`src/design/lkv_pkg.sv`:
```
package lkv_pkg;

	localparam int ENTRIES = 16;
	localparam int IDX_W   = (ENTRIES > 1) ? $clog2(ENTRIES) : 1;
	localparam int CNT_W   = $clog2(ENTRIES + 1);
	localparam int CAP_W   = 5;
	localparam int CMP_W   = (CNT_W > CAP_W) ? CNT_W : CAP_W;
	localparam int KEY_W   = 32;
	localparam int VAL_W   = 32;

	localparam logic [CAP_W-1:0] CAP_RESET  = CAP_W'(16);
	localparam logic [VAL_W-1:0] MISS_VALUE = '1;

	typedef enum logic {
		ACT_GET = 1'b0,
		ACT_PUT = 1'b1
	} action_t;

	typedef enum logic {
		ST_IDLE = 1'b0,
		ST_RUN  = 1'b1
	} state_t;

	typedef struct packed {
		logic             valid;
		logic [KEY_W-1:0] key;
		logic [VAL_W-1:0] value;
	} entry_t;

endpackage

```
`src/design/lkv_cell.sv`:
```
module lkv_cell (
	input  logic                    clk,
	input  logic                    arst_n,
	input  logic                    upd,
	input  logic                    stop,
	input  logic                    below,
	input  lkv_pkg::entry_t         prev,
	input  logic [lkv_pkg::KEY_W-1:0] key,
	output lkv_pkg::entry_t         cur,
	output logic                    hit,
	output logic                    shift_o
);

	logic                        valid_q;
	logic [lkv_pkg::KEY_W-1:0]   key_q;
	logic [lkv_pkg::VAL_W-1:0]   value_q;

	assign shift_o = stop | below;
	assign hit     = valid_q && (key_q == key);

	assign cur.valid = valid_q;
	assign cur.key   = key_q;
	assign cur.value = value_q;

	always_ff @(posedge clk or negedge arst_n) begin
		if (!arst_n) begin
			valid_q <= 1'b0;
		end else if (upd && shift_o) begin
			valid_q <= prev.valid;
		end
	end

	always_ff @(posedge clk) begin
		if (upd && shift_o) begin
			key_q   <= prev.key;
			value_q <= prev.value;
		end
	end

endmodule

```
`src/design/lru_key_value_cache.sv`:
```
// Channel  | Direction | tdata                                  | tuser
// s_*      | in        | lookup_key [31:0], write_value [63:32] | action (0 get, 1 put)
// m_*      | out       | read_value [31:0]                      | found
// capacity | in        | capacity_wdata [4:0] on capacity_we    | -
// An item is captured in the input register; the run state then does the key
// compare in every cell and the recency shift down the cell row. A get waits in
// the run state while an earlier result still sits unread in the output register.
// Reset empties all cells and sets capacity to 16; no clearing pass.
// Cells are kept in recency order, most recent in cell 0.
module lru_key_value_cache (
	input  logic                      clk,
	input  logic                      arst_n,
	input  logic                      capacity_we,
	input  logic [lkv_pkg::CAP_W-1:0] capacity_wdata,
	input  logic                      s_tvalid,
	output logic                      s_tready,
	input  logic [63:0]               s_tdata,   // lookup_key, write_value
	input  logic                      s_tuser,   // action
	output logic                      m_tvalid,
	input  logic                      m_tready,
	output logic [31:0]               m_tdata,   // read_value
	output logic                      m_tuser    // found
);

	localparam int N = lkv_pkg::ENTRIES;

	lkv_pkg::state_t                 state_q, state_d;
	logic [lkv_pkg::CAP_W-1:0]       cap_q;
	logic [lkv_pkg::CNT_W-1:0]       count_q;
	logic                            act_s1;
	logic [lkv_pkg::KEY_W-1:0]       key_s1;
	logic [lkv_pkg::VAL_W-1:0]       wval_s1;
	logic                            m_tvalid_q;
	logic                            found_q;
	logic [lkv_pkg::VAL_W-1:0]       rdata_q;

	lkv_pkg::entry_t                 chain [N+1];
	logic [N:0]                      sh;
	logic [N-1:0]                    hit;
	logic [N-1:0]                    stop;
	logic [N-1:0]                    valid_vec;
	logic                            hit_any;
	logic [lkv_pkg::VAL_W-1:0]       hit_val;
	logic                            commit;
	logic                            evict;
	logic [lkv_pkg::CMP_W-1:0]       eff_cap;
	logic [lkv_pkg::IDX_W-1:0]       last_idx;
	logic                            accept;

	assign accept = s_tvalid && s_tready;

	always_comb begin
		state_d = state_q;
		unique case (state_q)
			lkv_pkg::ST_IDLE: if (s_tvalid) state_d = lkv_pkg::ST_RUN;
			lkv_pkg::ST_RUN:  if (commit) state_d = lkv_pkg::ST_IDLE;
			default:          state_d = lkv_pkg::ST_IDLE;
		endcase
	end

	always_comb begin
		s_tready = 1'b0;
		commit   = 1'b0;
		unique case (state_q)
			lkv_pkg::ST_IDLE: s_tready = 1'b1;
			lkv_pkg::ST_RUN:  commit = (act_s1 == lkv_pkg::ACT_PUT) || !m_tvalid_q || m_tready;
			default:          s_tready = 1'b0;
		endcase
	end

	always_ff @(posedge clk or negedge arst_n) begin
		if (!arst_n) begin
			state_q <= lkv_pkg::ST_IDLE;
		end else begin
			state_q <= state_d;
		end
	end

	always_ff @(posedge clk or negedge arst_n) begin
		if (!arst_n) begin
			cap_q <= lkv_pkg::CAP_RESET;
		end else if (capacity_we) begin
			cap_q <= capacity_wdata;
		end
	end

	always_ff @(posedge clk) begin
		if (accept) begin
			act_s1  <= s_tuser;
			key_s1  <= s_tdata[31:0];
			wval_s1 <= s_tdata[63:32];
		end
	end

	always_comb begin
		hit_val = '0;
		for (int i = 0; i < N; i++) begin
			if (hit[i]) hit_val = hit_val | chain[i+1].value;
		end
	end

	assign hit_any = |hit;

	always_comb begin
		if (cap_q == '0) begin
			eff_cap = lkv_pkg::CMP_W'(1);
		end else if (lkv_pkg::CMP_W'(cap_q) > lkv_pkg::CMP_W'(N)) begin
			eff_cap = lkv_pkg::CMP_W'(N);
		end else begin
			eff_cap = lkv_pkg::CMP_W'(cap_q);
		end
	end

	assign evict    = lkv_pkg::CMP_W'(count_q) >= eff_cap;
	assign last_idx = evict ? lkv_pkg::IDX_W'(count_q - 1'b1) : lkv_pkg::IDX_W'(count_q);

	always_comb begin
		priority if (hit_any) begin
			stop = hit;
		end else if (act_s1 == lkv_pkg::ACT_PUT) begin
			for (int i = 0; i < N; i++) stop[i] = (last_idx == lkv_pkg::IDX_W'(i));
		end else begin
			stop = '0;
		end
	end

	assign chain[0].valid = 1'b1;
	assign chain[0].key   = key_s1;
	assign chain[0].value = (act_s1 == lkv_pkg::ACT_PUT) ? wval_s1 : hit_val;
	assign sh[N]          = 1'b0;

	for (genvar g = 0; g < N; g++) begin : g_cell
		lkv_cell u_cell (
			.clk     (clk),
			.arst_n  (arst_n),
			.upd     (commit),
			.stop    (stop[g]),
			.below   (sh[g+1]),
			.prev    (chain[g]),
			.key     (key_s1),
			.cur     (chain[g+1]),
			.hit     (hit[g]),
			.shift_o (sh[g])
		);
		assign valid_vec[g] = chain[g+1].valid;
	end

	always_ff @(posedge clk or negedge arst_n) begin
		if (!arst_n) begin
			count_q <= '0;
		end else if (commit && (act_s1 == lkv_pkg::ACT_PUT) && !hit_any && !evict) begin
			count_q <= count_q + 1'b1;
		end
	end

	always_ff @(posedge clk or negedge arst_n) begin
		if (!arst_n) begin
			m_tvalid_q <= 1'b0;
		end else if (commit && (act_s1 == lkv_pkg::ACT_GET)) begin
			m_tvalid_q <= 1'b1;
		end else if (m_tready) begin
			m_tvalid_q <= 1'b0;
		end
	end

	always_ff @(posedge clk) begin
		if (commit && (act_s1 == lkv_pkg::ACT_GET)) begin
			found_q <= hit_any;
			rdata_q <= hit_any ? hit_val : lkv_pkg::MISS_VALUE;
		end
	end

	assign m_tvalid = m_tvalid_q;
	assign m_tdata  = rdata_q;
	assign m_tuser  = found_q;

	a_count_range: assert property (@(posedge clk) disable iff (!arst_n)
		lkv_pkg::CMP_W'(count_q) <= lkv_pkg::CMP_W'(N))
		else $error("occupancy beyond entry count");

	a_valid_count: assert property (@(posedge clk) disable iff (!arst_n)
		$countones(valid_vec) == int'(count_q))
		else $error("valid cells disagree with occupancy");

	a_unique_hit: assert property (@(posedge clk) disable iff (!arst_n)
		$onehot0(hit))
		else $error("key present in more than one cell");

	a_put_no_result: assert property (@(posedge clk) disable iff (!arst_n)
		(commit && (act_s1 == lkv_pkg::ACT_PUT) && !m_tvalid_q) |=> !m_tvalid_q)
		else $error("put produced a result");

endmodule
```
`config.mk`:
```
export PLATFORM = sky130hd
export DESIGN_NAME = lru_key_value_cache
export DESIGN_NICKNAME = d
export VERILOG_FILES = /design/src/design/lkv_pkg.sv /design/src/design/lkv_cell.sv /design/src/design/lru_key_value_cache.sv
export SDC_FILE = /design/constraint.sdc
export NUM_CORES = 1
export LEC_CHECK = 0
export BUFFER_PORTS_ARGS = -buffer_cell sky130_fd_sc_hd__buf_2
export CAP_MARGIN = 20
export CORE_MARGIN = 2
export CORE_UTILIZATION = 40
export DETAILED_ROUTE_END_ITERATION = 6
export PLACE_DENSITY_LB_ADDON = 0.15
export SLEW_MARGIN = 20
export SYNTH_ARGS = -nofsm -noshare
export SYNTH_HDL_FRONTEND = slang
export SYNTH_SLANG_ARGS = --single-unit
```
`constraint.sdc`:
```
create_clock -name clk -period 16.3 [get_ports clk]
set_input_delay 1.63 -clock clk [delete_from_list [all_inputs] [get_ports clk]]
set_output_delay 1.63 -clock clk [all_outputs]
set_load 0.02 [all_outputs]
```
* Word-level counts from Yosys, hierarchy flattened *
Cells that the tools add are included.
Widths: inputs -> output; s select.

word-level totals
  register bits = 1,150
  logic and storage cells = 199
  output and inout port bits = 35

cells by class
  mux-type cells = 29
  bitwise logic cells = 32
  reductions and logical operators = 46
  add/subtract/negate cells = 2
  order comparisons = 2
  eq/ne operators = 31

operators with widths
  kind                 count
  $mux 32              17
  $eq 32x32->1         16
  $or 32x32->32        15
  $logic_and 1x1->1    37
  $eq 4x4->1 const B   8
  $mux 16              2
  $eq 4x3->1 const B   4
  $reduce_or 16->1     1
  $or 1x1->1           15
  $mux 5               2
  $eq 4x2->1 const B   2
  $mux 1               6
  $add 5x1->5 const B  1
  $ge 5x5->1           1
  $gt 5x5->1 const B   1
  $logic_not 5->1      1
  $eq 4x1->1 const B   1
  $logic_not 4->1      1
  $mux 4               1
  $sub 4x1->4 const B  1
  $logic_not 1->1      3
  $logic_or 1x1->1     2
  $not 1->1            2
  $pmux 1 s2           1
  $reduce_bool 2->1    1

* Longest topological paths before layout *
  depth after elaboration = 34
  depth in mapped cells = 16
  mapped depth without buffers = 15

* Cells and area by module *
Synthesis repeated with hierarchy kept, for this count alone.

unflattened totals
  cells, all modules = 2,578
  area, all modules = 44,764.2 um2

by module, submodules not included
  module               sequential area each (um2)  cells an instance  instances  area each (um2)
  lkv_cell             1,946.9                     113                16         2,336.0
  lru_key_value_cache  3,244.4                     770                1          7,388.3

* Least setup slack after synthesis *
OpenSTA, ideal clock, no wires.

  path type = register -> register
  from = register key_s1[27] (netlist name)
  to = register g_cell[15].u_cell.valid_q
  arrival time = 7.426 ns
  setup time = 0.088 ns
  period minus slack after synthesis = 7.513 ns
  cell stages (with the launch flop) = 13
  path buffers = 4
  setup slack = 8.787 ns
  required time = 16.212 ns
  path through = edfxtp_1 -> buf_4 -> buf_6 -> xnor2_1 -> nand4_1 -> nor3_1 -> and3_1 -> clkbuf_1 -> nor4_2 -> nand4_1 -> buf_2 -> o21ai_0 -> mux2_2

between the ends
  cells in the longest elaborated chain, start to end = 5

ends and longest elaborated chain
  item                      line                        source
  start: declaration        lru_key_value_cache.sv:31   logic [lkv_pkg::KEY_W-1:0] key_s1;
  start signal: assignment  lru_key_value_cache.sv:90   key_s1 <= s_tdata[31:0];
  $eq 32x32->1              lkv_cell.sv:19              assign hit = valid_q && (key_q == key);
  $logic_and 1x1->1         lkv_cell.sv:19
  $reduce_or 16->1          lru_key_value_cache.sv:102  assign hit_any = |hit;
  $mux 16 (*)               lru_key_value_cache.sv:118  priority if (hit_any) begin
  $logic_and 1x1->1 (*)     lkv_cell.sv:28              end else if (upd && shift_o) begin
  end signal: assignment    lkv_cell.sv:29              valid_q <= prev.valid;
  end: declaration          lkv_cell.sv:14              logic valid_q;

Mark *: on every way between the ends. The rest lies on a longest branch, timed or not.
A chain may end at the register's enable or synchronous reset.

* Worst setup path in the final report *
  from = register key_s1[30] (netlist name)
  to = register g_cell[10].u_cell.valid_q

between the ends
  cells in the longest elaborated chain, start to end = 10

ends and longest elaborated chain
  item                     line                        source
  $eq 32x32->1             lkv_cell.sv:19
  $logic_and 1x1->1        lkv_cell.sv:19
  $reduce_or 16->1         lru_key_value_cache.sv:102
  $mux 16 (*)              lru_key_value_cache.sv:118
  $or 1x1->1 (4 in a row)  lkv_cell.sv:18              assign shift_o = stop | below;
  $or 1x1->1 (*)           lkv_cell.sv:18
  $logic_and 1x1->1 (*)    lkv_cell.sv:28
  end signal: assignment   lkv_cell.sv:29
  end: declaration         lkv_cell.sv:14

Marks and branches as above.

==> impl_metrics.env <==
export IMPL_status="finished, final reports clean"
export IMPL_yosys_area_top_type_share=0.750
export IMPL_wl_met1_um=49900
export IMPL_grt_ovfl_total=0
export IMPL_synth_cell_types=64
export IMPL_path_clk_slew_ps=60
export IMPL_met3WireLength_um=8300
export IMPL_antenna_cells=0
export IMPL_first_iter_violations=2614
export IMPL_rsz0062_at_grt="false"
export IMPL_vias=24096
export IMPL_max_freq_ghz=0.168
export IMPL_finalClockSkew_ps=28.1
export IMPL_holdBufCountCts=0
export IMPL_tritoncts="done"
export IMPL_required_ps=16880
export IMPL_synth_most_common_cell="edfxtp_1"
export IMPL_grt_max_degree=73
export IMPL_die_w_um=339
export IMPL_syn2layout_area_growth_pct=13.9
export IMPL_grt_pass1_wl_um=171000
export IMPL_ys_flop_type="edfxtp_1"
export IMPL_wire_per_inst_um=26.9
export IMPL_finalNetCount=2864
export IMPL_cts_setup_buffers=0
export IMPL_cts_max_level=3
export IMPL_drive_gt1_frac=0.140
export IMPL_start_kind="flip-flop"
export IMPL_dp_cells=4149
export IMPL_post_route_period_util=0.366
export IMPL_rows=122
export IMPL_grt_usage=0.202
export IMPL_place_area_um2=47300
export IMPL_syn_num_nets=2696
export IMPL_crit_type="flip-flop to flip-flop"
export IMPL_worst_slew_pin_slew_ps=1140
export IMPL_fillerInstances=9718
export IMPL_final_cell_count_no_fill=4374
export IMPL_die_h_um=339
export IMPL_ys_seq_area_frac=0.765
export IMPL_cts_inserted_buffers=118
export IMPL_synth_async_reset_ratio=0.0243
export IMPL_io_buffers=109
export IMPL_pwr_density_cell_nw_per_um2=180
export IMPL_hpwl_um=72800
export IMPL_slew_viol_final=0
export IMPL_period_needed_ps=5970
export IMPL_avgSynthCellArea_um2=17.2
export IMPL_p_leak_nw=16.8
export IMPL_synth_top_area_cell="edfxtp_1"
export IMPL_start_util=0.404
export IMPL_crit_arrival_ps=6540
export IMPL_postRouteAntennaNets=0
export IMPL_endpoint_kind="flip-flop"
export IMPL_synth_common_cells="edfxtp_1 (1122), xor2_1 (433), a22oi_1 (130)"
export IMPL_yosysWarnings=0
export IMPL_tns_ps=0
export IMPL_p_total_w=0.00920
export IMPL_path_cells="buf_4 -> xor2_1 -> nor4_1 -> nand3_1 -> nor3_4 -> buf_4 -> nor4_2 -> nand4_2 -> o22a_1 -> inv_4 -> a21oi_4 -> nand2_4 -> mux2_1"
export IMPL_drc=0
export IMPL_synth_edff_count=1122
export IMPL_finish_instance_area_um2=51200
export IMPL_netlist_instances=2614
export IMPL_coreArea_um2=111000
export IMPL_cp_common_cell="buf_4"
export IMPL_synth_top_cells_by_area="edfxtp_1 (75%), xor2_1 (8.4%), a22oi_1 (2.2%), xnor2_1 (1.6%), dfrtp_1 (1.5%)"
export IMPL_yosys_register_bits=1150
export IMPL_hold_viol_final=0
export IMPL_slew_headroom=0.240
export IMPL_worst_hold_slack_ps=444
export IMPL_route_met2_wl_um=55600
export IMPL_wirelength_um=118000
export IMPL_setup_viol=0
export IMPL_crit_fanout=65
export IMPL_drv_cap=0
export IMPL_vdd_drop_max_mv=0.129
export IMPL_cts_sinks=1150
export IMPL_max_stage_delay_ps=850
export IMPL_clk_latency_ps=710
export IMPL_drtPass1Iterations=6
export IMPL_place_gp_congestion=0.843
export IMPL_root_buffer="clkbuf_16"
export IMPL_io_pins=110
export IMPL_hold_path_class="flip-flop to flip-flop"
export IMPL_cts_buffer_depth=3
export IMPL_syn_area_um2=44900
export IMPL_vias_per_cell=5.51
export IMPL_critPathSlowestCell="nor4_1"
export IMPL_die_area_um2=115000
export IMPL_antenna_found_initial=1
export IMPL_top_layer_used="met4"
export IMPL_cts_resized=0
export IMPL_grt_pass1_vias=24994
sequential cells by signal, summed over array words and instances (netlist names), 5 cells and up:
register / count
g_cell.u_cell.key_q: 512
g_cell.u_cell.value_q: 512
key_s1: 32
m_tdata: 32
wval_s1: 32
g_cell.u_cell.valid_q: 16
cap_q: 5
count_q: 5
logic make-up (layout without fill, tap and decap cells):
family	count (synthesis)	count (layout)	share of synthesized area
fa+ha+maj	7	7	0.00195
simple gates	447	447	0.0531
flops	1150	1150	0.765
mux	20	20	0.00504
xor+xnor	514	514	0.100
buf+inv	141	413	0.0174
compound gates	335	335	0.0571
routing by layer:
layer | vias to the layer above | GRT usage
li1 | 10505 | -
met3 | 231 | 0.0394
met4 | 0 | 0.0654
met2 | 1074 | 0.327
met5 | - | 0
met1 | 12286 | 0.274
cell type report:
type / instances / area (um2) / area share
sequential: 1150 / 34400 / 0.672
clock buffer: 163 / 3200 / 0.0626
tap: 1488 / 1860 / 0.0364
multi-input combinational: 1323 / 9960 / 0.195
timing repair buffer: 179 / 1100 / 0.0215
inverter: 10 / 41.3 / 0.000806
clock inverter: 61 / 636 / 0.0124
worst max-delay path, delay by kind of cell (launching register included):
kind | cells | cell delay, ps
muxes | 1 | 550
and+or+nand+nor | 6 | 2330
buffers and inverters | 3 | 1360
xor gates and xnor gates | 1 | 250
AOI/OAI and AO/OA | 2 | 940
DFF | 1 | 330
layout by cell type, fill, tap and decap left out, types with 4 or more instances in the layout:
cell        instances
a22oi_1           130
inv_1               7
a221oi_1           64
o21ai_0            13
a22o_1             63
xnor2_1            81
nand2_1            56
clkbuf_16         119
nand2b_1            4
buf_2             109
nand2_4             5
buf_4              67
nor3_4              7
clkinv_2           20
o21ai_4             4
a21oi_1            35
nor3_2              5
dfrtp_1            27
clkbuf_1           38
nand3_1            97
edfxtp_1         1122
clkbuf_8            6
o211ai_1            4
clkinv_1           18
clkinvlp_4          4
ha_1                7
nor4_1            104
nor3_1             29
mux2_2             10
xor2_1            433
nand4_1            31
mux2_1              7
bufinv_16          11
nor2_1             81
nor4_2              4
path summary, 6_finish.rpt:
path                                                   start                      endpoint  slack [ps]  depth (start not counted)
worst min register to register  g_cell[8].u_cell.value_q[16]  g_cell[9].u_cell.value_q[16]         440                          0
worst max-delay path                              key_s1[30]     g_cell[10].u_cell.valid_q       10330                         13
max in group asynchronous                             arst_n      g_cell[8].u_cell.valid_q       14700                          1
min in group asynchronous                             arst_n                      cap_q[0]        1030                          1
worst max register to register                    key_s1[30]     g_cell[10].u_cell.valid_q       10330                         13
worst min-delay path            g_cell[8].u_cell.value_q[16]  g_cell[9].u_cell.value_q[16]         440                          0
where the power goes:
part / internal (W) / total [W] / switching [W]
clock network: 0.00155 / 0.00270 / 0.00115
logic: 0.000385 / 0.00151 / 0.00113
registers: 0.00450 / 0.00499 / 0.000492
through the flow:
step                      utilization  setup slack [ps]
final                           0.461             10330
after global routing            0.461             10320
after CTS                       0.460             10450
after detailed placement        0.426             10390
after global placement          0.426             10330
after floorplan                     -              8790
Note: power is estimated with default switching activity, not from simulation.
